===== src/rtl/core/ssd_pkg.sv =====
// ----------------------------------------------------------------------------
// ssd_pkg
// Shared types, codes and character tables of the seven-segment scan driver.
// ----------------------------------------------------------------------------
package ssd_pkg;

   // Number of digits in the scan loop
   localparam int DIGIT_COUNT = 4;

   // Request codes
   localparam logic [1:0] REQ_TEXT = 2'd0;
   localparam logic [1:0] REQ_INT  = 2'd1;
   localparam logic [1:0] REQ_TICK = 2'd2;

   // Fixed segment patterns (active low)
   localparam logic [7:0] PAT_BLANK   = 8'hFF;
   localparam logic [7:0] PAT_MINUS   = 8'hBF;
   localparam logic [7:0] PAT_DOT     = 8'd127;
   localparam logic [7:0] PAT_UNDER   = 8'd247;
   localparam logic [7:0] PAT_UNKNOWN = 8'd182;
   localparam logic [7:0] PAT_ERROR   = 8'd134;
   localparam logic [7:0] DP_MASK     = 8'h7F;
   localparam logic [7:0] SEL_BASE    = 8'hF0;

   // Integer display range
   localparam logic signed [31:0] INT_MIN_SHOWN = -32'sd999;
   localparam logic signed [31:0] INT_MAX_SHOWN = 32'sd9999;

   // Reciprocal of ten for values below ten thousand
   localparam logic [12:0] RECIP_TEN = 13'd6554;

   localparam logic [7:0] NUM_PAT [10] = '{
      8'hC0, 8'hF9, 8'hA4, 8'hB0, 8'h99, 8'h92, 8'h82, 8'hF8, 8'h80, 8'h90
   };

   localparam logic [7:0] ALPHA_PAT [26] = '{
      8'd136, 8'd131, 8'd167, 8'd161, 8'd134, 8'd142, 8'd144, 8'd139, 8'd207,
      8'd241, 8'd182, 8'd199, 8'd182, 8'd171, 8'd163, 8'd140, 8'd152, 8'd175,
      8'd146, 8'd135, 8'd227, 8'd182, 8'd182, 8'd182, 8'd145, 8'd182
   };

   // Commands between front and back
   typedef enum logic {
      CMD_LOAD,
      CMD_SCAN
   } cmd_kind_type;

   typedef struct packed {
      cmd_kind_type     kind;
      logic [3:0][7:0]  pats;
   } cmd_type;

   typedef struct packed {
      logic [1:0]         req_type;
      logic [31:0]        text_chars;
      logic signed [31:0] int_value;
   } req_data_type;

   typedef struct packed {
      logic       serial_data;
      logic [1:0] digit_index;
      logic       latch_now;
   } rsp_data_type;

   // Map one character code to its segment pattern
   function automatic logic [7:0] char_to_pattern(input logic [7:0] c);
      logic [7:0] lc;
      logic [7:0] pat;
      lc = c;
      if (c >= 8'h41 && c <= 8'h5A) begin
         lc = c + 8'd32;
      end
      if (lc >= 8'h30 && lc <= 8'h39) begin
         pat = NUM_PAT[lc[3:0]];
      end else if (lc >= 8'hB0 && lc <= 8'hB9) begin
         pat = NUM_PAT[lc[3:0]] & DP_MASK;
      end else if (lc >= 8'h61 && lc <= 8'h7A) begin
         pat = ALPHA_PAT[lc[4:0] - 5'd1];
      end else if (lc == 8'h2D) begin
         pat = PAT_MINUS;
      end else if (lc == 8'h2E) begin
         pat = PAT_DOT;
      end else if (lc == 8'h5F) begin
         pat = PAT_UNDER;
      end else if (lc == 8'h20) begin
         pat = PAT_BLANK;
      end else begin
         pat = PAT_UNKNOWN;
      end
      return pat;
   endfunction

endpackage


===== src/rtl/core/seven_segment_scan_driver_core.sv =====
// ----------------------------------------------------------------------------
// seven_segment_scan_driver_core
// Four-digit active-low seven-segment driver with serial scan output.
// ----------------------------------------------------------------------------
// Requests enter through req_push/req_full with a req_data struct: a text
// write (four characters), an integer write, or a refresh tick. Writes give
// no output; each tick gives sixteen rsp_data items, one serial bit each:
// the current digit's pattern, then its select byte, MSB first, with
// latch_now on the last bit. Results leave through rsp_empty/rsp_pop.
// A text write or tick goes straight to the command queue; an integer write
// keeps req_full high after it is taken while the front forms one decimal
// digit per step by the divide-by-ten (up to four), then queues the load.
// A scan command shifts out its sixteen bits, one output bit per cycle while
// rsp_pop is high; the back takes no new command until the last bit is sent.
// A two-entry command queue sits between front and back, so requests keep
// being taken while a digit is still shifting out.
// If the receiver stalls, the current bit holds on rsp_data, shifting stops,
// and the queue fills until req_full rises.
// Reset blanks all digits, sets the scan position to digit 0 and empties
// the queue and the output register.
// ----------------------------------------------------------------------------
module seven_segment_scan_driver_core import ssd_pkg::*; (
   input  logic         clock,
   input  logic         reset,
   input  logic         req_push,
   output logic         req_full,
   input  req_data_type req_data,
   output logic         rsp_empty,
   input  logic         rsp_pop,
   output rsp_data_type rsp_data
);

   logic    cmd_push;
   logic    cmd_full;
   cmd_type cmd_in_data;
   logic    cmd_pop;
   logic    cmd_empty;
   cmd_type cmd_out_data;

   // Accept and classify requests
   ssd_front u_front (
      .clock    (clock),
      .reset    (reset),
      .req_push (req_push),
      .req_full (req_full),
      .req_data (req_data),
      .cmd_push (cmd_push),
      .cmd_full (cmd_full),
      .cmd_data (cmd_in_data)
   );

   // Decouple front and back
   ssd_cmd_fifo u_cmd_fifo (
      .clock     (clock),
      .reset     (reset),
      .push      (cmd_push),
      .full      (cmd_full),
      .push_data (cmd_in_data),
      .pop       (cmd_pop),
      .empty     (cmd_empty),
      .pop_data  (cmd_out_data)
   );

   // Apply loads and shift out scans
   ssd_back u_back (
      .clock     (clock),
      .reset     (reset),
      .cmd_empty (cmd_empty),
      .cmd_pop   (cmd_pop),
      .cmd_data  (cmd_out_data),
      .rsp_empty (rsp_empty),
      .rsp_pop   (rsp_pop),
      .rsp_data  (rsp_data)
   );

endmodule


===== src/rtl/core/ssd_front.sv =====
// ----------------------------------------------------------------------------
// ssd_front
// Accepts requests, turns text and integers into segment patterns and issues
// load or scan commands to the command queue.
// ----------------------------------------------------------------------------
module ssd_front import ssd_pkg::*; (
   input  logic         clock,
   input  logic         reset,
   input  logic         req_push,
   output logic         req_full,
   input  req_data_type req_data,
   output logic         cmd_push,
   input  logic         cmd_full,
   output cmd_type      cmd_data
);

   typedef enum logic [1:0] {
      FE_IDLE,
      FE_FMT,
      FE_PUSH
   } fe_state_type;

   fe_state_type     fe_state_ff, fe_state_in;
   logic [13:0]      mag_ff, mag_in;
   logic             neg_ff, neg_in;
   logic [1:0]       pos_ff, pos_in;
   logic [3:0][7:0]  pat_ff, pat_in;

   logic             accept;
   logic             in_range;
   logic             is_neg;
   logic [31:0]      abs_val;
   logic [26:0]      prod;
   logic [13:0]      quot;
   logic [13:0]      rem_full;
   logic [3:0][7:0]  text_pats;

   assign req_full = (fe_state_ff != FE_IDLE) || cmd_full;
   assign accept   = req_push && !req_full;

   // Classify the integer and take its magnitude
   assign is_neg   = req_data.int_value < 0;
   assign in_range = (req_data.int_value >= INT_MIN_SHOWN) &&
                     (req_data.int_value <= INT_MAX_SHOWN);
   assign abs_val  = is_neg ? 32'(-req_data.int_value) : 32'(req_data.int_value);

   // One decimal digit per step: quotient by reciprocal, remainder by subtract
   assign prod     = 27'(mag_ff) * 27'(RECIP_TEN);
   assign quot     = 14'(prod >> 16);
   assign rem_full = mag_ff - 14'(quot * 14'd10);

   // Translate the four text characters
   always_comb begin
      for (int i = 0; i < 4; i++) begin
         text_pats[i] = char_to_pattern(req_data.text_chars[8*i +: 8]);
      end
   end

   // Next state and command issue
   always_comb begin
      fe_state_in = fe_state_ff;
      mag_in      = mag_ff;
      neg_in      = neg_ff;
      pos_in      = pos_ff;
      pat_in      = pat_ff;
      cmd_push    = 1'b0;
      cmd_data    = '{kind: CMD_LOAD, pats: pat_ff};
      unique case (fe_state_ff)
         FE_IDLE: begin
            if (accept) begin
               case (req_data.req_type)
                  REQ_TEXT: begin
                     cmd_push = 1'b1;
                     cmd_data = '{kind: CMD_LOAD, pats: text_pats};
                  end
                  REQ_INT: begin
                     if (in_range) begin
                        mag_in      = abs_val[13:0];
                        neg_in      = is_neg;
                        pos_in      = 2'd3;
                        pat_in      = {4{PAT_BLANK}};
                        fe_state_in = FE_FMT;
                     end else begin
                        cmd_push = 1'b1;
                        cmd_data = '{kind: CMD_LOAD,
                                     pats: {PAT_ERROR, PAT_BLANK, PAT_BLANK, PAT_BLANK}};
                     end
                  end
                  REQ_TICK: begin
                     cmd_push = 1'b1;
                     cmd_data = '{kind: CMD_SCAN, pats: pat_ff};
                  end
                  default: begin
                     // drop unused request codes
                  end
               endcase
            end
         end
         FE_FMT: begin
            pat_in[pos_ff] = NUM_PAT[rem_full[3:0]];
            if (quot == 14'd0 || pos_ff == 2'd0) begin
               if (neg_ff && pos_ff != 2'd0) begin
                  pat_in[pos_ff - 2'd1] = PAT_MINUS;
               end
               fe_state_in = FE_PUSH;
            end else begin
               mag_in = quot;
               pos_in = pos_ff - 2'd1;
            end
         end
         FE_PUSH: begin
            if (!cmd_full) begin
               cmd_push    = 1'b1;
               fe_state_in = FE_IDLE;
            end
         end
         default: begin
            fe_state_in = FE_IDLE;
         end
      endcase
   end

   // Hold state and formatting registers
   always_ff @(posedge clock) begin
      if (reset) begin
         fe_state_ff <= FE_IDLE;
      end else begin
         fe_state_ff <= fe_state_in;
      end
      mag_ff <= mag_in;
      neg_ff <= neg_in;
      pos_ff <= pos_in;
      pat_ff <= pat_in;
   end

endmodule


===== src/rtl/core/ssd_cmd_fifo.sv =====
// ----------------------------------------------------------------------------
// ssd_cmd_fifo
// Two-entry command queue between the front and the back.
// ----------------------------------------------------------------------------
module ssd_cmd_fifo import ssd_pkg::*; (
   input  logic    clock,
   input  logic    reset,
   input  logic    push,
   output logic    full,
   input  cmd_type push_data,
   input  logic    pop,
   output logic    empty,
   output cmd_type pop_data
);

   cmd_type    entry_ff [2];
   logic       wr_ptr_ff, wr_ptr_in;
   logic       rd_ptr_ff, rd_ptr_in;
   logic [1:0] count_ff, count_in;
   logic       do_push;
   logic       do_pop;

   assign full     = count_ff == 2'd2;
   assign empty    = count_ff == 2'd0;
   assign do_push  = push && !full;
   assign do_pop   = pop && !empty;
   assign pop_data = entry_ff[rd_ptr_ff];

   // Advance pointers and occupancy
   always_comb begin
      wr_ptr_in = do_push ? !wr_ptr_ff : wr_ptr_ff;
      rd_ptr_in = do_pop ? !rd_ptr_ff : rd_ptr_ff;
      count_in  = count_ff + 2'(do_push) - 2'(do_pop);
   end

   always_ff @(posedge clock) begin
      if (reset) begin
         wr_ptr_ff <= 1'b0;
         rd_ptr_ff <= 1'b0;
         count_ff  <= 2'd0;
      end else begin
         wr_ptr_ff <= wr_ptr_in;
         rd_ptr_ff <= rd_ptr_in;
         count_ff  <= count_in;
      end
      if (do_push) begin
         entry_ff[wr_ptr_ff] <= push_data;
      end
   end

endmodule


===== src/rtl/core/ssd_back.sv =====
// ----------------------------------------------------------------------------
// ssd_back
// Holds the digit patterns and scan position, applies load commands and
// shifts out one digit per scan command as sixteen serial bits.
// ----------------------------------------------------------------------------
module ssd_back import ssd_pkg::*; (
   input  logic         clock,
   input  logic         reset,
   input  logic         cmd_empty,
   output logic         cmd_pop,
   input  cmd_type      cmd_data,
   output logic         rsp_empty,
   input  logic         rsp_pop,
   output rsp_data_type rsp_data
);

   typedef enum logic {
      BE_IDLE,
      BE_SHIFT
   } be_state_type;

   be_state_type    be_state_ff, be_state_in;
   logic [3:0][7:0] store_ff, store_in;
   logic [1:0]      scan_ff, scan_in;
   logic [15:0]     word_ff, word_in;
   logic [1:0]      idx_ff, idx_in;
   logic [3:0]      bit_ff, bit_in;
   logic            rsp_valid_ff, rsp_valid_in;
   rsp_data_type    rsp_ff, rsp_in;
   logic            slot_free;
   logic            scan_wrap;

   assign slot_free = !rsp_valid_ff || rsp_pop;
   assign cmd_pop   = (be_state_ff == BE_IDLE) && !cmd_empty;
   // Wrap at the last digit, or when the two-bit position runs out
   assign scan_wrap = (int'(scan_ff) == DIGIT_COUNT - 1) || (scan_ff == 2'd3);
   assign rsp_empty = !rsp_valid_ff;
   assign rsp_data  = rsp_ff;

   always_comb begin
      be_state_in  = be_state_ff;
      store_in     = store_ff;
      scan_in      = scan_ff;
      word_in      = word_ff;
      idx_in       = idx_ff;
      bit_in       = bit_ff;
      rsp_valid_in = rsp_valid_ff && !rsp_pop;
      rsp_in       = rsp_ff;
      unique case (be_state_ff)
         BE_IDLE: begin
            // Take the next command
            if (cmd_pop) begin
               if (cmd_data.kind == CMD_LOAD) begin
                  store_in = cmd_data.pats;
               end else begin
                  word_in     = {store_ff[scan_ff], SEL_BASE | (8'd1 << scan_ff)};
                  idx_in      = scan_ff;
                  bit_in      = 4'd0;
                  scan_in     = scan_wrap ? 2'd0 : scan_ff + 2'd1;
                  be_state_in = BE_SHIFT;
               end
            end
         end
         BE_SHIFT: begin
            // Shift one bit into the output register when it is free
            if (slot_free) begin
               rsp_valid_in = 1'b1;
               rsp_in       = '{serial_data: word_ff[15],
                                digit_index: idx_ff,
                                latch_now:   bit_ff == 4'd15};
               word_in      = {word_ff[14:0], 1'b0};
               bit_in       = bit_ff + 4'd1;
               if (bit_ff == 4'd15) begin
                  be_state_in = BE_IDLE;
               end
            end
         end
         default: begin
            be_state_in = BE_IDLE;
         end
      endcase
   end

   always_ff @(posedge clock) begin
      if (reset) begin
         be_state_ff  <= BE_IDLE;
         store_ff     <= {4{PAT_BLANK}};
         scan_ff      <= 2'd0;
         rsp_valid_ff <= 1'b0;
      end else begin
         be_state_ff  <= be_state_in;
         store_ff     <= store_in;
         scan_ff      <= scan_in;
         rsp_valid_ff <= rsp_valid_in;
      end
      word_ff <= word_in;
      idx_ff  <= idx_in;
      bit_ff  <= bit_in;
      rsp_ff  <= rsp_in;
   end

endmodule


===== config.mk =====
export PLATFORM = sky130hd
export DESIGN_NAME = seven_segment_scan_driver_core
export DESIGN_NICKNAME = d
export VERILOG_FILES = /design/src/rtl/core/ssd_pkg.sv /design/src/rtl/core/seven_segment_scan_driver_core.sv /design/src/rtl/core/ssd_front.sv /design/src/rtl/core/ssd_cmd_fifo.sv /design/src/rtl/core/ssd_back.sv
export SDC_FILE = /design/constraint.sdc
export NUM_CORES = 1
export LEC_CHECK = 0
export BUFFER_PORTS_ARGS = -buffer_cell sky130_fd_sc_hd__buf_2
export CORE_UTILIZATION = 60
export DETAILED_ROUTE_END_ITERATION = 16
export MAX_ROUTING_LAYER = met4
export PLACE_DENSITY = 0.82
export REMOVE_ABC_BUFFERS = 1
export SKIP_LAST_GASP = 1
export SLEW_MARGIN = 20
export SYNTH_ARGS = -nofsm -noshare
export SYNTH_HDL_FRONTEND = slang
export SYNTH_SLANG_ARGS = --single-unit

===== constraint.sdc =====
create_clock -name clock -period 16.6 [get_ports clock]
set_input_delay 3.32 -clock clock [delete_from_list [all_inputs] [get_ports clock]]
set_output_delay 3.32 -clock clock [all_outputs]
set_load 0.01 [all_outputs]

==> summary.md <==
| Metric | Value |
|---|---|
| Max Clk Rate | between 0.1 and 0.15 GHz |
| Worst Path Max Fanout | 9 |
| Overflow after GRT | 0 |
| Required @ worst endpoint | between 15 and 20 ns |
| DR WL/cell | about 19 µm |
| Final setup violation count | 0 |
| Port bufs | 75 |
| Syn-to-layout area delta | 7.809% |
| EDFF count, synth | 141 |
| Initial antenna violation count | 2 |
| Critical Path End | u_front.pat_ff[13] |
| Setup tns final | 0 ns |
| Number of cells on the worst reg-to-reg path | 21 |
| Worst R2R End | u_front.pat_ff[13] |
| Yosys warning total | 0 |
| Initial core utilization | 0.6107 |
| Drt total wl | between 30000 and 40000 µm |
| Initial DRC count | about 1300 |
| RSZ-0062 raised after global routing | no |
| P_leak | approximately 6.6 nW |
| Hold Path Class | register to register |
| Full die area | 26200 µm² |
| CTS sink count | about 180 |
| Synth Cell Area | 15330 µm² |
| Max-slew violation count | 0 |
| CTS tree | yes |
| Status | finished, final reports clean |
| CP Class | register to register |
| Resized cells post-CTS | 0 |
| Reg-to-Reg Start | u_front.mag_ff[3] |
| CP Capture Type | register |
| Final Cell Area | about 17000 µm² |
| Max Cap Viol | 0 |
| Clk_lat worst skew | around 0.44 ns |
| GRT Util Overall | 0.3046 |
| Total CTS buffers | 17 |
| # rows | 58 |
| DRT Pass-1 Iters | 7 |
| Hold bufs inserted after CTS | 0 |
| ANT nets after route | 0 |
| Post-Place Cell Area | around 16000 µm² |
| Die span in x | around 160 µm |
| First-pass GRT wire length | approximately 61000 µm |
| Critical Path AT | approximately 7 ns |
| Power Density | between 80 and 90 nW/µm² |
| Filler cells | roughly 2000 |
| Synth unique cells | 89 |
| Worst vdd ir | between 0.0001 and 0.00015 V |
| DP HPWL | 27860 µm |
| Vias in the first global route | between 10000 and 15000 |
| Post-route clock period utilization | 0.4135 |
| Total power | 0.001386 W |
| Worst-Margin Slew | approximately 1.1 ns |
| Largest buffer count on any clock path | 2 |
| Fin Clk Skew | 0.01509 ns |
| Register area share after synthesis | 0.3323 |
| Cell at the root of the clock tree | clkbuf_16 |
| Final nets | between 1500 and 2000 |
| Worst Min Path Start | u_back.idx_ff[0] |
| Worst Setup SP | u_front.mag_ff[3] |
| Final Hold Slack | approximately 0.43 ns |
| Io pins | between 70 and 80 |
| Core ar. | approximately 25000 µm² |
| FF+latch count, synth | 184 |
| Final Critical Period | between 6 and 7 ns |
| Relative slew slack | 0.2899 |
| Final Hold Fails | 0 |
| Share of cells above drive strength 1 | 0.09874 |
| FF-to-FF setup slack | between 9 and 10 ns |
| Die Y | between 150 and 200 µm |
| Largest net degree at the start of global routing | 65 |
| Synth Instances | between 1500 and 2000 |
| H-tree Lvls | 4 |
| # DRC | 0 |
| Via count | around 13000 |
| Clk slew on worst S/H paths | around 0.080 ns |
| Async S/R FF share, synth | 0 |
| Avg Inst Size Synth | approximately 9.4 µm² |
| Routability cong. | between 0.9 and 1 |
| Finished Core Util | 0.6584 |
| Setup Buffers After CTS | 0 |
| Startpoint Class | register |
| DR vias/cell | 6.339 |
| Most used DFF post-synth | edfxtp_1 |
## worst min-delay path by stage
stage	end	slack [ns]	cells after the start
2_1_floorplan	u_back.rsp_data[1]	0.40	0
3_3_place_gp	u_back.rsp_data[2]	0.40	0
3_5_place_dp	u_back.rsp_data[1]	0.41	0
4_1_cts	u_back.rsp_data[1]	0.43	0
5_1_grt	u_back.rsp_data[1]	0.43	0
6_report	u_back.rsp_data[1]	0.43	0
## routing by layer
metal / up-vias / track usage / wire length (µm)
li1: 6032 / - / -
met3: 62 / 0.06231 / 2831
met5: - / - / 0
met1: 6055 / 0.3945 / 16270
met4: 0 / 0.08705 / 873
met2: 554 / 0.4834 / 17500
## logic make-up (layout without fill, tap and decap cells)
kind of cell    after synthesis  count (layout)  share of synthesized area
compound gates              410             410                     0.1858
xor+xnor                     51              51                    0.03052
fa+ha+maj                   203             203                     0.1887
buf+inv                     217             257                    0.05459
flops                       184             184                     0.3323
mux                          61              61                    0.04757
other cells                   0               3                          0
simple gates                505             505                     0.1606
## state kept, by name, indices dropped and copies added, names as in the netlist, 2 cells and up, named ones only
signal,flops
u_front.fe_state_ff,2
u_back.word_ff,16
u_back.rsp_data,4
u_front.mag_ff,14
u_back.scan_ff,2
u_cmd_fifo.count_ff,2
u_back.idx_ff,2
u_front.pat_ff,32
u_back.bit_ff,4
u_cmd_fifo.entry_ff,66
u_front.pos_ff,2
u_back.store_ff,32
## cell usage in the layout, fill, tap and decap left out, types with 8 or more instances in the layout
cell type and n:
a211o_1 16, buf_2 75, and2_1 12, a21oi_1 82, a211oi_1 16, nand4_1 22, clkbuf_16 17, inv_1 141
fa_1 47, nor2_1 126, dfxtp_1 42, or3_1 18, edfxtp_1 141, xor2_1 19, o21ai_0 71, o21a_1 8
buf_4 8, nand2b_1 22, nand2_1 163, mux2i_1 47, o21bai_1 9, nand3_1 25, ha_1 156, nor3_1 35
o22ai_1 11, nor4_1 9, a21o_1 13, a31oi_1 17, xnor2_1 29, o211ai_1 54, and3_1 8, mux4_2 9
o31ai_1 14, nor2b_1 28
## synth_stat cells (9+ instances only)
master      n  share of area
o21ai_0    71          0.023
xor2_1     19          0.011
edfxtp_1  141           0.28
nand2b_1   22         0.0090
o22ai_1    11         0.0045
and2_1     12         0.0049
a211o_1    16         0.0091
nor4_1     10         0.0041
or3_1      18         0.0073
a211oi_1   16         0.0078
dfxtp_1    43          0.056
nand2_1   164          0.040
mux2i_1    47          0.031
inv_1     141          0.035
a21o_1     13         0.0064
a21oi_1    82          0.027
nor3_1     35          0.011
xnor2_1    30          0.017
o31ai_1    15         0.0073
ha_1      156           0.13
clkbuf_1   64          0.016
mux4_2      9          0.013
fa_1       47          0.061
a31oi_1    17         0.0069
nand4_1    22         0.0090
nand3_1    25         0.0082
o211ai_1   54          0.026
nor2b_1    29          0.012
nor2_1    127          0.031
o21bai_1    9         0.0044
## report_power, final
group / internal, W / switching [W] / leakage [nW] / total (W)
sequential: 0.000579 / 0.0000390 / 1.42 / 0.000618
combinational: 0.000136 / 0.000218 / 4.86 / 0.000354
clock: 0.000207 / 0.000207 / 0.296 / 0.000414
## critical path, stage by stage, from the launching register on
cell and delay (ns):
edfxtp_1 0.55, ha_1 0.38, inv_1 0.06, fa_1 0.53, inv_1 0.06, fa_1 0.41
inv_1 0.08, fa_1 0.46, fa_1 0.56, inv_1 0.05, ha_1 0.42, a21oi_2 0.26
o21ai_0 0.16, or4_1 0.56, and2_1 0.22, fa_1 0.42, xnor2_1 0.18, xnor3_1 0.28
xnor2_2 0.24, a211oi_1 0.52, nor2_1 0.11, o21bai_1 0.20
## cell type report
type	instances	area (µm²)	area share
Multi-Input combinational cell	1230	9428	0.5703
Sequential cell	184	5096	0.3083
Inverter	142	533.0	0.03224
Timing Repair Buffer	83	435.4	0.02634
Clock buffer	17	425.4	0.02573
Tap cell	330	412.9	0.02498
Clock inverter	15	192.7	0.01166
Antenna cell	3	7.507	0.0004541
## per-stage QoR
stage	setup WS (ns)	cells
floorplan	8.687	1556
global route	9.343	2003
detailed placement	9.829	1969
global placement	9.943	1969
CTS	9.758	2001
finish	9.736	2004
Power figures use the tool's default switching activity.
